### src/rtl/ac_ir_frame_encoder_defines.svh
// Assertion helpers for the encoder modules, included by the back-end sequencer.
`ifndef AC_IR_FRAME_ENCODER_DEFINES_SVH
`define AC_IR_FRAME_ENCODER_DEFINES_SVH

// Same-cycle implication, checked out of reset.
`define ACIR_ASSERT_NOW(label, ante, cons, msg) \
    label: assert property (@(posedge i_clk) disable iff (!i_rst_n) (ante) |-> (cons)) \
        else $error(msg);

// Next-cycle implication, checked out of reset.
`define ACIR_ASSERT_NEXT(label, ante, cons, msg) \
    label: assert property (@(posedge i_clk) disable iff (!i_rst_n) (ante) |=> (cons)) \
        else $error(msg);

`endif

### src/rtl/acir_pkg.sv
`default_nettype none

package acir_pkg;

    localparam int FRAME_W     = 48;
    localparam int TIME_W      = 16;
    localparam int CFG_IDX_W   = 3;
    localparam int RES_W       = 6;
    localparam int SYM_W       = 7;
    localparam int QUEUE_DEPTH_DEF = 2;

    localparam logic [RES_W-1:0] LAST_RESULT = RES_W'(49);
    localparam logic [SYM_W-1:0] LAST_DATA_SYM = SYM_W'(96);
    localparam logic [SYM_W-1:0] FOOTER_SYM = SYM_W'(97);

    localparam logic [FRAME_W-1:0] FRAME_BASE = 48'hD5_0000_0000_00;

    // Register indexes of the configuration port
    localparam logic [CFG_IDX_W-1:0] CFG_HEADER_MARK  = 3'd0;
    localparam logic [CFG_IDX_W-1:0] CFG_HEADER_SPACE = 3'd1;
    localparam logic [CFG_IDX_W-1:0] CFG_BIT_MARK     = 3'd2;
    localparam logic [CFG_IDX_W-1:0] CFG_ONE_SPACE    = 3'd3;
    localparam logic [CFG_IDX_W-1:0] CFG_ZERO_SPACE   = 3'd4;

    localparam logic [TIME_W-1:0] HEADER_MARK_RST  = 16'd6820;
    localparam logic [TIME_W-1:0] HEADER_SPACE_RST = 16'd6820;
    localparam logic [TIME_W-1:0] BIT_MARK_RST     = 16'd580;
    localparam logic [TIME_W-1:0] ONE_SPACE_RST    = 16'd580;
    localparam logic [TIME_W-1:0] ZERO_SPACE_RST   = 16'd1860;

    typedef struct packed {
        logic [TIME_W-1:0] header_mark;
        logic [TIME_W-1:0] header_space;
        logic [TIME_W-1:0] bit_mark;
        logic [TIME_W-1:0] one_space;
        logic [TIME_W-1:0] zero_space;
    } t_timing;

    typedef struct packed {
        logic [TIME_W-1:0] mark;
        logic [TIME_W-1:0] space;
    } t_symbol;

    // Mark and space of symbol k of the train for one frame
    function automatic t_symbol symbol_at(input logic [FRAME_W-1:0] frame,
                                          input logic [SYM_W-1:0] k,
                                          input t_timing tm);
        t_symbol          s;
        logic [SYM_W-1:0] idx;
        logic [7:0]       byte_val;
        logic             bit_v;
        idx = k - SYM_W'(1);
        case (idx[6:4])
            3'd0:    byte_val = frame[7:0];
            3'd1:    byte_val = frame[15:8];
            3'd2:    byte_val = frame[23:16];
            3'd3:    byte_val = frame[31:24];
            3'd4:    byte_val = frame[39:32];
            default: byte_val = frame[47:40];
        endcase
        // Second half of each byte group sends the inverse
        bit_v = byte_val[idx[2:0]] ^ idx[3];
        if (k == '0) begin
            s.mark  = tm.header_mark;
            s.space = tm.header_space;
        end else if (k <= LAST_DATA_SYM) begin
            s.mark  = tm.bit_mark;
            s.space = bit_v ? tm.one_space : tm.zero_space;
        end else if (k == FOOTER_SYM) begin
            s.mark  = tm.bit_mark;
            s.space = tm.header_space;
        end else begin
            s.mark  = tm.bit_mark;
            s.space = '0;
        end
        return s;
    endfunction

endpackage

`default_nettype wire

### src/rtl/acir_front.sv
`default_nettype none

module acir_front import acir_pkg::*; (
    input  wire logic               i_valid,
    output logic                    o_stall,
    input  wire logic [3:0]         i_command,
    input  wire logic               i_light_on,
    input  wire logic               i_turbo_on,
    input  wire logic               i_sleep_on,
    input  wire logic               i_power_on,
    input  wire logic [1:0]         i_swing_setting,
    input  wire logic [1:0]         i_fan_speed,
    input  wire logic [7:0]         i_temperature_c,
    input  wire logic [2:0]         i_mode,
    input  wire logic               i_q_full,
    output logic                    o_push,
    output logic [FRAME_W-1:0]      o_frame
);

    logic [3:0] w_temp;

    // Clamp temperature to 16..31 and store it minus 16
    always_comb begin
        if (i_temperature_c < 8'd16) begin
            w_temp = 4'd0;
        end else if (i_temperature_c > 8'd31) begin
            w_temp = 4'd15;
        end else begin
            w_temp = i_temperature_c[3:0];
        end
    end

    // Pack the setting over the base pattern
    always_comb begin
        o_frame        = FRAME_BASE;
        o_frame[19:16] = i_command;
        o_frame[8]     = i_light_on;
        o_frame[11]    = i_turbo_on;
        o_frame[24]    = i_sleep_on;
        o_frame[25]    = i_power_on;
        o_frame[27:26] = i_swing_setting;
        o_frame[30:29] = i_fan_speed;
        o_frame[35:32] = w_temp;
        o_frame[39:37] = i_mode;
    end

    // Accept a transfer whenever the queue has room
    assign o_stall = i_q_full;
    assign o_push  = i_valid && !i_q_full;

endmodule

`default_nettype wire

### src/rtl/acir_queue.sv
`default_nettype none

module acir_queue import acir_pkg::*; #(
    parameter int DEPTH = QUEUE_DEPTH_DEF
) (
    input  wire logic               i_clk,
    input  wire logic               i_rst_n,
    input  wire logic               i_push,
    input  wire logic [FRAME_W-1:0] i_frame,
    output logic                    o_full,
    input  wire logic               i_pop,
    output logic                    o_valid,
    output logic [FRAME_W-1:0]      o_frame
);

    localparam int PTR_W = (DEPTH > 1) ? $clog2(DEPTH) : 1;
    localparam int CNT_W = $clog2(DEPTH + 1);
    localparam logic [PTR_W-1:0] PTR_LAST = PTR_W'(DEPTH - 1);
    localparam logic [CNT_W-1:0] CNT_FULL = CNT_W'(DEPTH);

    logic [FRAME_W-1:0] r_mem [DEPTH];
    logic [PTR_W-1:0]   r_wr_ptr, n_wr_ptr;
    logic [PTR_W-1:0]   r_rd_ptr, n_rd_ptr;
    logic [CNT_W-1:0]   r_count, n_count;

    assign o_full  = (r_count == CNT_FULL);
    assign o_valid = (r_count != '0);
    assign o_frame = r_mem[r_rd_ptr];

    // Advance pointers with wrap, track fill level
    always_comb begin
        n_wr_ptr = r_wr_ptr;
        n_rd_ptr = r_rd_ptr;
        n_count  = r_count;
        if (i_push) begin
            n_wr_ptr = (r_wr_ptr == PTR_LAST) ? '0 : r_wr_ptr + PTR_W'(1);
        end
        if (i_pop) begin
            n_rd_ptr = (r_rd_ptr == PTR_LAST) ? '0 : r_rd_ptr + PTR_W'(1);
        end
        if (i_push && !i_pop) begin
            n_count = r_count + CNT_W'(1);
        end else if (!i_push && i_pop) begin
            n_count = r_count - CNT_W'(1);
        end
    end

    always_ff @(posedge i_clk) begin
        if (!i_rst_n) begin
            r_wr_ptr <= '0;
            r_rd_ptr <= '0;
            r_count  <= '0;
        end else begin
            r_wr_ptr <= n_wr_ptr;
            r_rd_ptr <= n_rd_ptr;
            r_count  <= n_count;
        end
    end

    // Store entries, no reset needed
    always_ff @(posedge i_clk) begin
        if (i_push) begin
            r_mem[r_wr_ptr] <= i_frame;
        end
    end

endmodule

`default_nettype wire

### src/rtl/acir_back.sv
`default_nettype none

`include "ac_ir_frame_encoder_defines.svh"

module acir_back import acir_pkg::*; (
    input  wire logic               i_clk,
    input  wire logic               i_rst_n,
    input  wire t_timing            i_timing,
    input  wire logic               i_frame_valid,
    input  wire logic [FRAME_W-1:0] i_frame,
    output logic                    o_pop,
    output logic                    o_valid,
    input  wire logic               i_stall,
    output logic [TIME_W-1:0]       o_first_mark_us,
    output logic [TIME_W-1:0]       o_first_space_us,
    output logic [TIME_W-1:0]       o_second_mark_us,
    output logic [TIME_W-1:0]       o_second_space_us,
    output logic                    o_second_valid,
    output logic                    o_last
);

    logic               r_busy;
    logic [FRAME_W-1:0] r_frame;
    logic [RES_W-1:0]   r_res;
    logic               w_adv;
    logic               w_final;
    t_symbol            w_sym0;
    t_symbol            w_sym1;

    assign w_adv   = !o_valid || !i_stall;
    assign w_final = (r_res == LAST_RESULT);
    assign o_pop   = w_adv && i_frame_valid && (!r_busy || w_final);

    // Two symbols per result
    assign w_sym0 = symbol_at(r_frame, {r_res, 1'b0}, i_timing);
    assign w_sym1 = symbol_at(r_frame, {r_res, 1'b1}, i_timing);

    // Sequence results; take the next frame as the last result goes out
    always_ff @(posedge i_clk) begin
        if (!i_rst_n) begin
            r_busy  <= 1'b0;
            r_res   <= '0;
            o_valid <= 1'b0;
        end else if (w_adv) begin
            o_valid <= r_busy;
            if (o_pop) begin
                r_busy <= 1'b1;
                r_res  <= '0;
            end else if (r_busy && w_final) begin
                r_busy <= 1'b0;
            end else if (r_busy) begin
                r_res  <= r_res + RES_W'(1);
            end
        end
    end

    // Load frame and output payload
    always_ff @(posedge i_clk) begin
        if (o_pop) begin
            r_frame <= i_frame;
        end
        if (w_adv && r_busy) begin
            o_first_mark_us   <= w_sym0.mark;
            o_first_space_us  <= w_sym0.space;
            o_second_mark_us  <= w_final ? '0 : w_sym1.mark;
            o_second_space_us <= w_final ? '0 : w_sym1.space;
            o_second_valid    <= !w_final;
            o_last            <= w_final;
        end
    end

    `ACIR_ASSERT_NOW(a_res_range, r_busy, r_res <= LAST_RESULT, "result index past end")
    `ACIR_ASSERT_NOW(a_pop_valid, o_pop, i_frame_valid, "pop from empty queue")
    `ACIR_ASSERT_NEXT(a_idle_after_last, w_adv && r_busy && w_final && !i_frame_valid,
                      !r_busy && o_valid && o_last, "sequencer did not finish frame")

endmodule

`default_nettype wire

### src/rtl/ac_ir_frame_encoder.sv
// The first result of a setting is registered after its transfer passes the queue write,
//   the sequencer load and the output register, when the queue and sequencer are idle.
// The back-end sequencer gives one result per cycle while i_stall is low, 50 results per
//   setting; a queued setting is loaded as the previous setting's last result is registered.
// Reset: synchronous active-low; clears the queue and sequencer, loads default timings.
`default_nettype none

module ac_ir_frame_encoder import acir_pkg::*; #(
    parameter int QUEUE_DEPTH = QUEUE_DEPTH_DEF
) (
    input  wire logic                 i_clk,
    input  wire logic                 i_rst_n,
    input  wire logic                 i_cfg_valid,
    output logic                      o_cfg_ready,
    input  wire logic [CFG_IDX_W-1:0] i_cfg_index,
    input  wire logic [TIME_W-1:0]    i_cfg_data,
    input  wire logic                 i_valid,
    output logic                      o_stall,
    input  wire logic [3:0]           i_command,
    input  wire logic                 i_light_on,
    input  wire logic                 i_turbo_on,
    input  wire logic                 i_sleep_on,
    input  wire logic                 i_power_on,
    input  wire logic [1:0]           i_swing_setting,
    input  wire logic [1:0]           i_fan_speed,
    input  wire logic [7:0]           i_temperature_c,
    input  wire logic [2:0]           i_mode,
    output logic                      o_valid,
    input  wire logic                 i_stall,
    output logic [TIME_W-1:0]         o_first_mark_us,
    output logic [TIME_W-1:0]         o_first_space_us,
    output logic [TIME_W-1:0]         o_second_mark_us,
    output logic [TIME_W-1:0]         o_second_space_us,
    output logic                      o_second_valid,
    output logic                      o_last
);

    t_timing            r_timing;
    logic               w_q_full;
    logic               w_push;
    logic [FRAME_W-1:0] w_push_frame;
    logic               w_pop;
    logic               w_q_valid;
    logic [FRAME_W-1:0] w_q_frame;

    assign o_cfg_ready = 1'b1;

    // Timing registers; unknown indexes drop the write
    always_ff @(posedge i_clk) begin
        if (!i_rst_n) begin
            r_timing.header_mark  <= HEADER_MARK_RST;
            r_timing.header_space <= HEADER_SPACE_RST;
            r_timing.bit_mark     <= BIT_MARK_RST;
            r_timing.one_space    <= ONE_SPACE_RST;
            r_timing.zero_space   <= ZERO_SPACE_RST;
        end else if (i_cfg_valid && o_cfg_ready) begin
            case (i_cfg_index)
                CFG_HEADER_MARK:  r_timing.header_mark  <= i_cfg_data;
                CFG_HEADER_SPACE: r_timing.header_space <= i_cfg_data;
                CFG_BIT_MARK:     r_timing.bit_mark     <= i_cfg_data;
                CFG_ONE_SPACE:    r_timing.one_space    <= i_cfg_data;
                CFG_ZERO_SPACE:   r_timing.zero_space   <= i_cfg_data;
                default: ;
            endcase
        end
    end

    acir_front u_front (
        .i_valid         (i_valid),
        .o_stall         (o_stall),
        .i_command       (i_command),
        .i_light_on      (i_light_on),
        .i_turbo_on      (i_turbo_on),
        .i_sleep_on      (i_sleep_on),
        .i_power_on      (i_power_on),
        .i_swing_setting (i_swing_setting),
        .i_fan_speed     (i_fan_speed),
        .i_temperature_c (i_temperature_c),
        .i_mode          (i_mode),
        .i_q_full        (w_q_full),
        .o_push          (w_push),
        .o_frame         (w_push_frame)
    );

    acir_queue #(
        .DEPTH (QUEUE_DEPTH)
    ) u_queue (
        .i_clk   (i_clk),
        .i_rst_n (i_rst_n),
        .i_push  (w_push),
        .i_frame (w_push_frame),
        .o_full  (w_q_full),
        .i_pop   (w_pop),
        .o_valid (w_q_valid),
        .o_frame (w_q_frame)
    );

    acir_back u_back (
        .i_clk             (i_clk),
        .i_rst_n           (i_rst_n),
        .i_timing          (r_timing),
        .i_frame_valid     (w_q_valid),
        .i_frame           (w_q_frame),
        .o_pop             (w_pop),
        .o_valid           (o_valid),
        .i_stall           (i_stall),
        .o_first_mark_us   (o_first_mark_us),
        .o_first_space_us  (o_first_space_us),
        .o_second_mark_us  (o_second_mark_us),
        .o_second_space_us (o_second_space_us),
        .o_second_valid    (o_second_valid),
        .o_last            (o_last)
    );

endmodule

`default_nettype wire
### config.mk
export PLATFORM = sky130hd
export DESIGN_NAME = ac_ir_frame_encoder
export DESIGN_NICKNAME = d
export VERILOG_FILES = /design/src/rtl/acir_pkg.sv /design/src/rtl/acir_front.sv /design/src/rtl/acir_queue.sv /design/src/rtl/acir_back.sv /design/src/rtl/ac_ir_frame_encoder.sv
export VERILOG_INCLUDE_DIRS = /design/src /design/src/rtl
export SDC_FILE = /design/constraint.sdc
export NUM_CORES = 1
export LEC_CHECK = 0
export BUFFER_PORTS_ARGS = -buffer_cell sky130_fd_sc_hd__clkbuf_2
export CAP_MARGIN = 20
export CORE_MARGIN = 5
export CORE_UTILIZATION = 60
export DETAILED_ROUTE_END_ITERATION = 12
export GPL_ROUTABILITY_DRIVEN = 0
export HOLD_SLACK_MARGIN = 0.12
export PLACE_DENSITY = 0.82
export SYNTH_ARGS = -nofsm -noshare
export SYNTH_HDL_FRONTEND = slang
export SYNTH_SLANG_ARGS = --single-unit
### constraint.sdc
create_clock -name i_clk -period 5.65 [get_ports i_clk]
set_clock_uncertainty 0.15 [all_clocks]
set_input_delay 1.13 -clock i_clk [delete_from_list [all_inputs] [get_ports i_clk]]
set_output_delay 1.13 -clock i_clk [all_outputs]
set_load 0.02 [all_outputs]
==> metrics.md, run 1 <==
| Metric | Value |
|---|---|
| Status | `complete, no violations` |
| Worst max-slew margin expressed relative to the limit | `35.94%` |
| Actual transition at the worst max-transition pin | `0.9599 ns` |
| Cell Area, Synth | `9007 sq um` |
| F_max | `274.3 MHz` |
| Part of the cycle the worst path needs | `64.52%` |
| Pin count of the biggest net entering global routing | `68` |
| Worst setup SP type | `flop` |
| Static leakage | `3.908 nW` |
| Total routed wirelength | `19920 um` |
| Proportion of netlist area held by the largest area contributor | `41.01%` |
| DRT antenna net count | `0` |
| CTS HTree Levels | `1` |
| Critical Path AT | `3.91 ns` |
| Number of search-and-repair iterations in the first detailed-routing pass | `5` |
| Register clock-pin slew on the reported worst setup and hold paths | `0.06 ns` |
| Combined flip-flop and latch cell area | `5535 sq um` |
| Total buffers and inverters traversed by the critical path | `2` |
| Number of hold violations in the final report | `0` |
| Final total negative setup slack | `0 ns` |
| Cell Pwr Density | `440.1 nW/um^2` |
| Count of filler cells inserted in the layout | `1054` |
| Syn. warnings | `0` |
| Minimum hold slack | `0.3262 ns` |
| Number of stages on the worst hold path | `2` |
| Total via count after detailed routing | `6327` |
| Sum of net half-perimeters after detailed placement | `12940 um` |
| Worst IR drop on VDD | `0.3723 mV` |
| Remaining design rule violation count | `0` |
| Number of maximum-capacitance violations | `0` |
| Synthesized instance count | `804` |
| Fraction of layout cells with a size suffix above 1 | `22.44%` |
| Slowest library cell on the worst path | `nor2_2` |
| Max-slew violation count | `0` |
| Synth Area in Simple Gates | `15.74%` |
| Per-instance average area after synthesis | `11.20 sq um` |
| Diode insertion count for antenna repair | `0` |
| Number of setup violations in the final report | `0` |
| IO buf count | `114` |
| Most frequent cells after synthesis | `nand2_1 (211), edfxtp_1 (123), dfxtp_1 (92)` |
| Worst min-delay path class | `flop to flop` |
| Required time at the worst-slack endpoint | `5.92 ns` |
| Global-route wire length before repair | `32200 um` |
| Worst setup slack after layout | `2.005 ns` |
| Hold path start | `r_timing[35]` |
| I/O pins | `116` |
| Seq/Total Area, Yosys | `61.45%` |
| Critical path endpoint category | `flop` |
| All-Layer GR Usage | `22.58%` |
| Distinct cell type count of the synthesized netlist | `58` |
| Clock Path Buffers | `3` |
| End point of the worst hold path | `r_timing[35]` |
| Total area of multi-input combinational cells | `3212 sq um` |
| Most used flip-flop cell after synthesis | `edfxtp_1` |
| Worst reg2reg path startpoint | `u_back.r_res[4]` |
| Final-stage net count | `953` |
| Seq cells post-synth | `215` |
| Number of enable flip-flop cells after synthesis | `123` |
| Die extent in x | `132.5 um` |
| Initial antenna violation count | `1` |
| Final Instance Area | `10430 sq um` |
| Post-synthesis cell type with the largest combined area | `edfxtp_1` |
| Via count of the first global-routing pass | `6203` |
| List of cells traversed by the critical path | `inv_1 -> nor2_2 -> nand3_1 -> buf_4 -> a21o_1 -> ha_1 -> or3_1 -> a21boi_0` |
| Depth of the worst register-to-register path | `8` |
| Cells resized by post-CTS repair | `0` |
| Max incr delay on CP | `0.79 ns` |
| Post-layout utilization of the core | `71.21%` |
| Minimum clock period after layout | `3.645 ns` |
| Total core area | `14640 sq um` |
| Initial core utilization | `61.51%` |
| CTS tree | `done` |
| Ys async rst share | `0%` |
| Most common cell in the synthesized netlist | `nand2_1` |
| Path type of the worst setup path | `flop to flop` |
| Largest delay contributor family on the critical path | `simple AND/OR/NAND/NOR gates` |
| Adder and majority gate portion of the synthesized area | `0.5556%` |
| Total clock buffers created by CTS | `22` |
| Highest fanout seen on the critical path | `20` |
| Detailed Route Iter0 Violations | `588` |
| Worst setup slack before clock tree synthesis | `2.014 ns` |
| RSZ-0062 raised after global routing | `false` |
| Area of placed instances | `9642 sq um` |
| Share of the synthesized area in compound gates (AO/OA/AOI/OAI) | `9.821%` |
| Fraction of synthesized cell area in xor and xnor cells | `1.250%` |
| Minimum setup slack among reg-to-reg paths | `2.00 ns` |
| Post-CTS Hold Fix Bufs | `0` |
| Clock latency reported for the late side of the worst-skew pair | `0.50 ns` |
| Nets in the synthesized netlist | `855` |
| Buffer cell driving the clock tree root | `clkbuf_16` |
| Drt via density | `5.741` |
| WL per Instance | `18.07 um` |
| Sum of overflow across all layers after global routing | `0` |
| # clock sinks | `215` |
| Top post-synthesis cells by area | `edfxtp_1 (41%), dfxtp_1 (20%), nand2_1 (8.8%)` |
| Growth of design area from synthesis to finish | `15.78%` |
| Mux share of post-synthesis cell area | `8.154%` |
| Placement row count | `44` |
| Setup Buffers After CTS | `0` |
| Full die area | `17560 sq um` |
| Main combinational cell family by area after synthesis | `simple AND/OR/NAND/NOR gates` |
| Die height | `132.5 um` |
| Reg-to-reg endpoint | `u_queue.r_count[1]` |
[layout make-up]
type	instances	area share [%]
sequential	215	53.08
multi-input combinational	532	30.80
timing repair buffer	122	6.047
clock buffer	28	5.987
tap	184	2.208
clock inverter	12	1.560
inverter	9	0.3239
[cell families (layout without fill, tap and decap cells)]
logic type / count (synthesis) / after routing
simple gates: 318 / 318
other cells: 1 / 1
flops: 215 / 215
mux: 69 / 69
fa+ha+maj: 4 / 4
xor+xnor: 12 / 12
compound gates: 128 / 128
buf+inv: 57 / 171
[power breakdown]
part	internal, mW	switching (mW)	total (mW)	leakage, nW
sequential	1.96	0.112	2.07	1.87
clock	0.964	0.576	1.54	0.385
combinational	0.353	0.625	0.978	1.66
total	3.28	1.31	4.59	3.91
[worst register-to-register path: stages (launching register included)]
cell      delay (ns)
dfxtp_1         0.69
inv_1           0.21
nor2_2          0.79
nand3_1         0.30
buf_4           0.29
a21o_1          0.26
ha_1            0.33
or3_1           0.38
a21boi_0        0.18
[metal layers]
metal  global-route usage, %  wire length, um
met2                   37.15             9555
met3                   5.315             1573
met1                   29.03             7935
met5                       0               11
met4                   9.065              839
[flip-flops by register name, indices dropped and copies added, names as in the netlist]
signal                    cells
r_timing                     80
u_back.o_first_mark_us       16
u_back.o_first_space_us      16
u_back.o_last                 1
u_back.o_second_mark_us      16
u_back.o_second_space_us     16
u_back.o_second_valid         1
u_back.o_valid                1
u_back.r_busy                 1
u_back.r_frame               19
u_back.r_res                  6
u_queue.r_count               2
u_queue.r_mem                38
u_queue.r_rd_ptr              1
u_queue.r_wr_ptr              1
[placed cells by master (no fill, tap or decap), types with 3 or more instances in the layout]
cell	netlist	final
clkinv_2	0	3
inv_1	9	9
o21ai_1	32	32
and3_1	5	5
nor3_1	4	3
mux2i_1	34	34
o21a_1	3	3
clkbuf_16	0	23
xor2_1	4	4
nand3b_1	4	4
a31oi_1	3	3
a21oi_1	4	4
dfxtp_1	92	92
bufinv_16	0	4
buf_4	3	8
clkinv_1	0	3
o21ai_0	9	9
ha_1	4	4
nor2b_1	3	3
mux2_2	35	35
nand3_1	30	30
clkbuf_2	0	114
nor2_1	16	15
xnor2_1	7	7
edfxtp_1	123	123
and2_1	23	22
nand2_1	211	211
clkbuf_8	0	3
a21boi_0	60	60
nand4_1	3	3
[how the worst max path moves through the flow]
stage                     from                          to  slack (ns)  cells after the start
2_1_floorplan          i_stall             u_back.r_res[5]        1.61                      7
3_3_place_gp   u_back.r_res[0]  u_back.o_first_space_us[9]        2.15                     11
3_5_place_dp   u_back.r_res[4]          u_queue.r_count[1]        2.01                      8
4_1_cts        u_back.r_res[4]          u_queue.r_count[1]        2.01                      8
5_1_grt        u_back.r_res[4]          u_queue.r_count[1]        1.67                      8
6_report       u_back.r_res[4]          u_queue.r_count[1]        2.00                      8
[through the flow]
| stage | instances | total power, mW |
|---|---|---|
| 2_1_floorplan | 804 | 2.809 |
| 3_3_place_gp | 1062 | 3.059 |
| 3_5_place_dp | 1062 | 3.082 |
| 4_1_cts | 1102 | 4.616 |
| 5_1_grt | 1102 | 4.776 |
| 6_report | 1102 | 4.590 |
Note: power is estimated with default switching activity, not from simulation.
==> run 2, diff against run 1 <==
CORE_UTILIZATION = 58   (was 60)
PLACE_DENSITY = 0.8   (was 0.82)
clock period = 3.5 ns   (was 5.65 ns; I/O delays follow)
==> run 2 against run 1 <==
Sequential cell count is the same. Non-clock buffer count up 7. Sequential power grew 61%. Register-to-register slack got worse by 1.7 ns. Utilization is 2.2 points lower. Clock-buffer cell count decreased by 2. First-iteration DRC count fell by 4.3%. Routed wire length up 1.9%. Die area grew 3.2%. Clock power increased by 65%. Worst hold slack got worse by 0.080 ns. Critical endpoint is now u_back.o_first_space_us[14]. Highest routed layer is now met4.
==> metrics.md, run 2 (synthesized netlist as in run 1, its figures left out) <==
| Metric | Value |
|---|---|
| WL per Instance | `18.26 um (+1.1%)` |
| Clock Path Buffers | `3 (unchanged)` |
| Total area of multi-input combinational cells | `3212 sq um (unchanged)` |
| Full die area | `18120 sq um (+3.2%)` |
| Register clock-pin slew on the reported worst setup and hold paths | `0.07 ns (about the same)` |
| Worst min-delay path class | `input pin to flop` |
| Non-filler cells, final | `1111 (+0.82%)` |
| Top reg by flops | `r_timing` |
| Worst setup SP type | `flop` |
| Cell internal pwr | `5.347 mW (+63%)` |
| Detailed Route Iter0 Violations | `563 (-4.3%)` |
| I/O pins | `116 (unchanged)` |
| Static leakage | `3.936 nW (+0.72%)` |
| Launch point of the critical path | `u_back.r_res[0]` |
| Minimum clock period after layout | `3.219 ns (-0.4267 ns)` |
| Actual transition at the worst max-transition pin | `0.9381 ns (-0.02177 ns)` |
| Via count of the first global-routing pass | `6281 (+1.3%)` |
| F_max | `310.7 MHz (+13%)` |
| Share of total power in sequential cells | `44.5% (-0.7 points)` |
| Total via count after detailed routing | `6365 (+0.60%)` |
| Largest registers in the final layout | `r_timing: 80 flops, u_queue.r_mem: 38 flops, u_back.r_frame: 19 flops` |
| Fraction of layout cells with a size suffix above 1 | `22.97% (+0.53 points)` |
| Switching component of the power | `2.138 mW (+63%)` |
| Total clock buffers created by CTS | `21 (-4.5%)` |
| Combined flip-flop and latch cell area | `5535 sq um (unchanged)` |
| Path type of the worst setup path | `flop to flop` |
| Initial antenna violation count | `0 (-1)` |
| List of cells traversed by the critical path | `inv_1 -> ha_2 -> or3b_1 -> nand2_1 -> nand3_1 -> o311a_1 -> nor4b_2 -> nand4b_1 -> buf_6 -> mux2i_1 -> o21ai_1` |
| Top library cells by usage in the layout, fill and taps aside | `nand2_1 (211), edfxtp_1 (123), clkbuf_2 (114)` |
| Placement row count | `45 (+2.3%)` |
| Reg-to-reg endpoint | `u_back.o_first_space_us[14]` |
| Most common cell after layout, fill and taps aside | `nand2_1` |
| Sum of net half-perimeters after detailed placement | `12840 um (-0.76%)` |
| Total routed wirelength | `20290 um (+1.9%)` |
| Drt via density | `5.729 (-0.21%)` |
| IO buf count | `114 (unchanged)` |
| Sum of overflow across all layers after global routing | `0 (unchanged)` |
| Minimum hold slack | `0.2467 ns (-0.07954 ns)` |
| Pin count of the biggest net entering global routing | `90 (+32%)` |
| Diode insertion count for antenna repair | `0 (unchanged)` |
| Worst reg2reg path startpoint | `u_back.r_res[0]` |
| Final-stage net count | `959 (+0.63%)` |
| Die extent in x | `134.6 um (+1.6%)` |
| Number of hold violations in the final report | `0 (unchanged)` |
| Switching power as a share of total power | `28.56% (-0.044 points)` |
| Total core area | `15200 sq um (+3.8%)` |
| Clock latency reported for the late side of the worst-skew pair | `0.50 ns (about the same)` |
| Critical Path AT | `3.30 ns (-0.61 ns)` |
| Worst max-slew margin expressed relative to the limit | `37.37% (+1.4 points)` |
| Count of filler cells inserted in the layout | `1106 (+4.9%)` |
| Minimum setup slack among reg-to-reg paths | `0.28 ns (-1.72 ns)` |
| DRT antenna net count | `0 (unchanged)` |
| Final total negative setup slack | `0 ns (unchanged)` |
| Fraction of power consumed by combinational cells | `21.6% (+0.3 points)` |
| Critical Path End | `u_back.o_first_space_us[14]` |
| Worst IR drop on VDD | `0.4765 mV (+28%)` |
| Number of search-and-repair iterations in the first detailed-routing pass | `5 (unchanged)` |
| Slowest library cell on the worst path | `or3b_1` |
| Max-slew violation count | `0 (unchanged)` |
| Flip-flop count of the largest register after layout | `80 (unchanged)` |
| Number of setup violations in the final report | `0 (unchanged)` |
| Clock power share | `33.9% (+0.4 points)` |
| Number of maximum-capacitance violations | `0 (unchanged)` |
| # clock sinks | `215 (unchanged)` |
| Status | `complete, no violations` |
| Post-layout utilization of the core | `68.97% (-2.2 points)` |
| Buffer cell driving the clock tree root | `clkbuf_16` |
| RSZ-0062 raised after global routing | `false` |
| CTS tree | `done` |
| Die height | `134.6 um (+1.6%)` |
| Initial core utilization | `59.25% (-2.3 points)` |
| Global-route wire length before repair | `32170 um (-0.11%)` |
| Post-placement cell count | `1073 (+1.0%)` |
| All-Layer GR Usage | `22.14% (-0.44 points)` |
| Critical path endpoint category | `flop` |
| CTS HTree Levels | `1 (unchanged)` |
| Depth of the worst register-to-register path | `11 (+3)` |
| Growth of design area from synthesis to finish | `16.41%` |
| Remaining design rule violation count | `0 (unchanged)` |
| Required time at the worst-slack endpoint | `3.58 ns (-2.34 ns)` |
| Highest fanout seen on the critical path | `16 (-20%)` |
| Cell Pwr Density | `713.8 nW/um^2 (+62%)` |
| Max incr delay on CP | `0.43 ns (-0.36 ns)` |
| Part of the cycle the worst path needs | `91.96% (+27 points)` |
run 2: metrics by stage:
step | power, mW | cell area (sq um) | setup WS (ns)
after floorplan | 4.526 | 9009 | 0.4309
after global placement | 4.950 | 9697 | 0.3619
after detailed placement | 4.984 | 9697 | 0.2623
after CTS | 7.514 | 10480 | 0.1774
after global routing | 7.791 | 10490 | 0.05212
final | 7.485 | 10490 | 0.2814
run 2: metal layers:
metal / vias up / global-route usage [%] / part of all wire (%)
li1: 3015 / - / -
met1: 3089 / 29.05 / 42
met2: 216 / 37.30 / 49
met3: 45 / 4.173 / 6.0
met4: 0 / 7.296 / 2.7
met5: - / 0 / 0
run 2: worst min path at each step:
stage / startpoint / to / cells after the start
after detailed placement: r_timing[70] / r_timing[70] / 2
after CTS: i_command[2] / u_queue.r_mem[0][4] / 1
after global routing: i_sleep_on / u_queue.r_mem[0][6] / 1
after floorplan: r_timing[66] / r_timing[66] / 2
after global placement: r_timing[76] / r_timing[76] / 2
final: i_command[2] / u_queue.r_mem[0][4] / 1
run 2: critical path, delay by kind of cell, from the launching register on:
kind            cells  cell delay (ns)
simple gates        5             1.06
mux                 1             0.25
fa+ha+maj           1             0.30
flops               1             0.31
compound gates      2             0.40
buf+inv             2             0.45
run 2: cell type report:
cell class,count,share of cell area [%]
sequential,215,52.79
multi-input combinational,532,30.63
timing repair buffer,129,6.551
clock buffer,26,5.382
tap,188,2.243
clock inverter,12,2.076
inverter,9,0.3222
run 2: power by group through the flow:
stage / Clock, mW / Combinational (mW) / Sequential [mW]
global placement: 0 / 1.57 / 3.38
global route: 2.68 / 1.75 / 3.36
finish: 2.54 / 1.62 / 3.33
detailed placement: 0 / 1.60 / 3.39
CTS: 2.57 / 1.61 / 3.34
floorplan: 0 / 0.995 / 3.53
run 2: what timing repair did:
item	in CTS	in global routing
buffers inserted	0	0
hold buffers	0	0
setup endpoints to repair	0	16
hold endpoints to repair	0	0
resized for setup	0	2
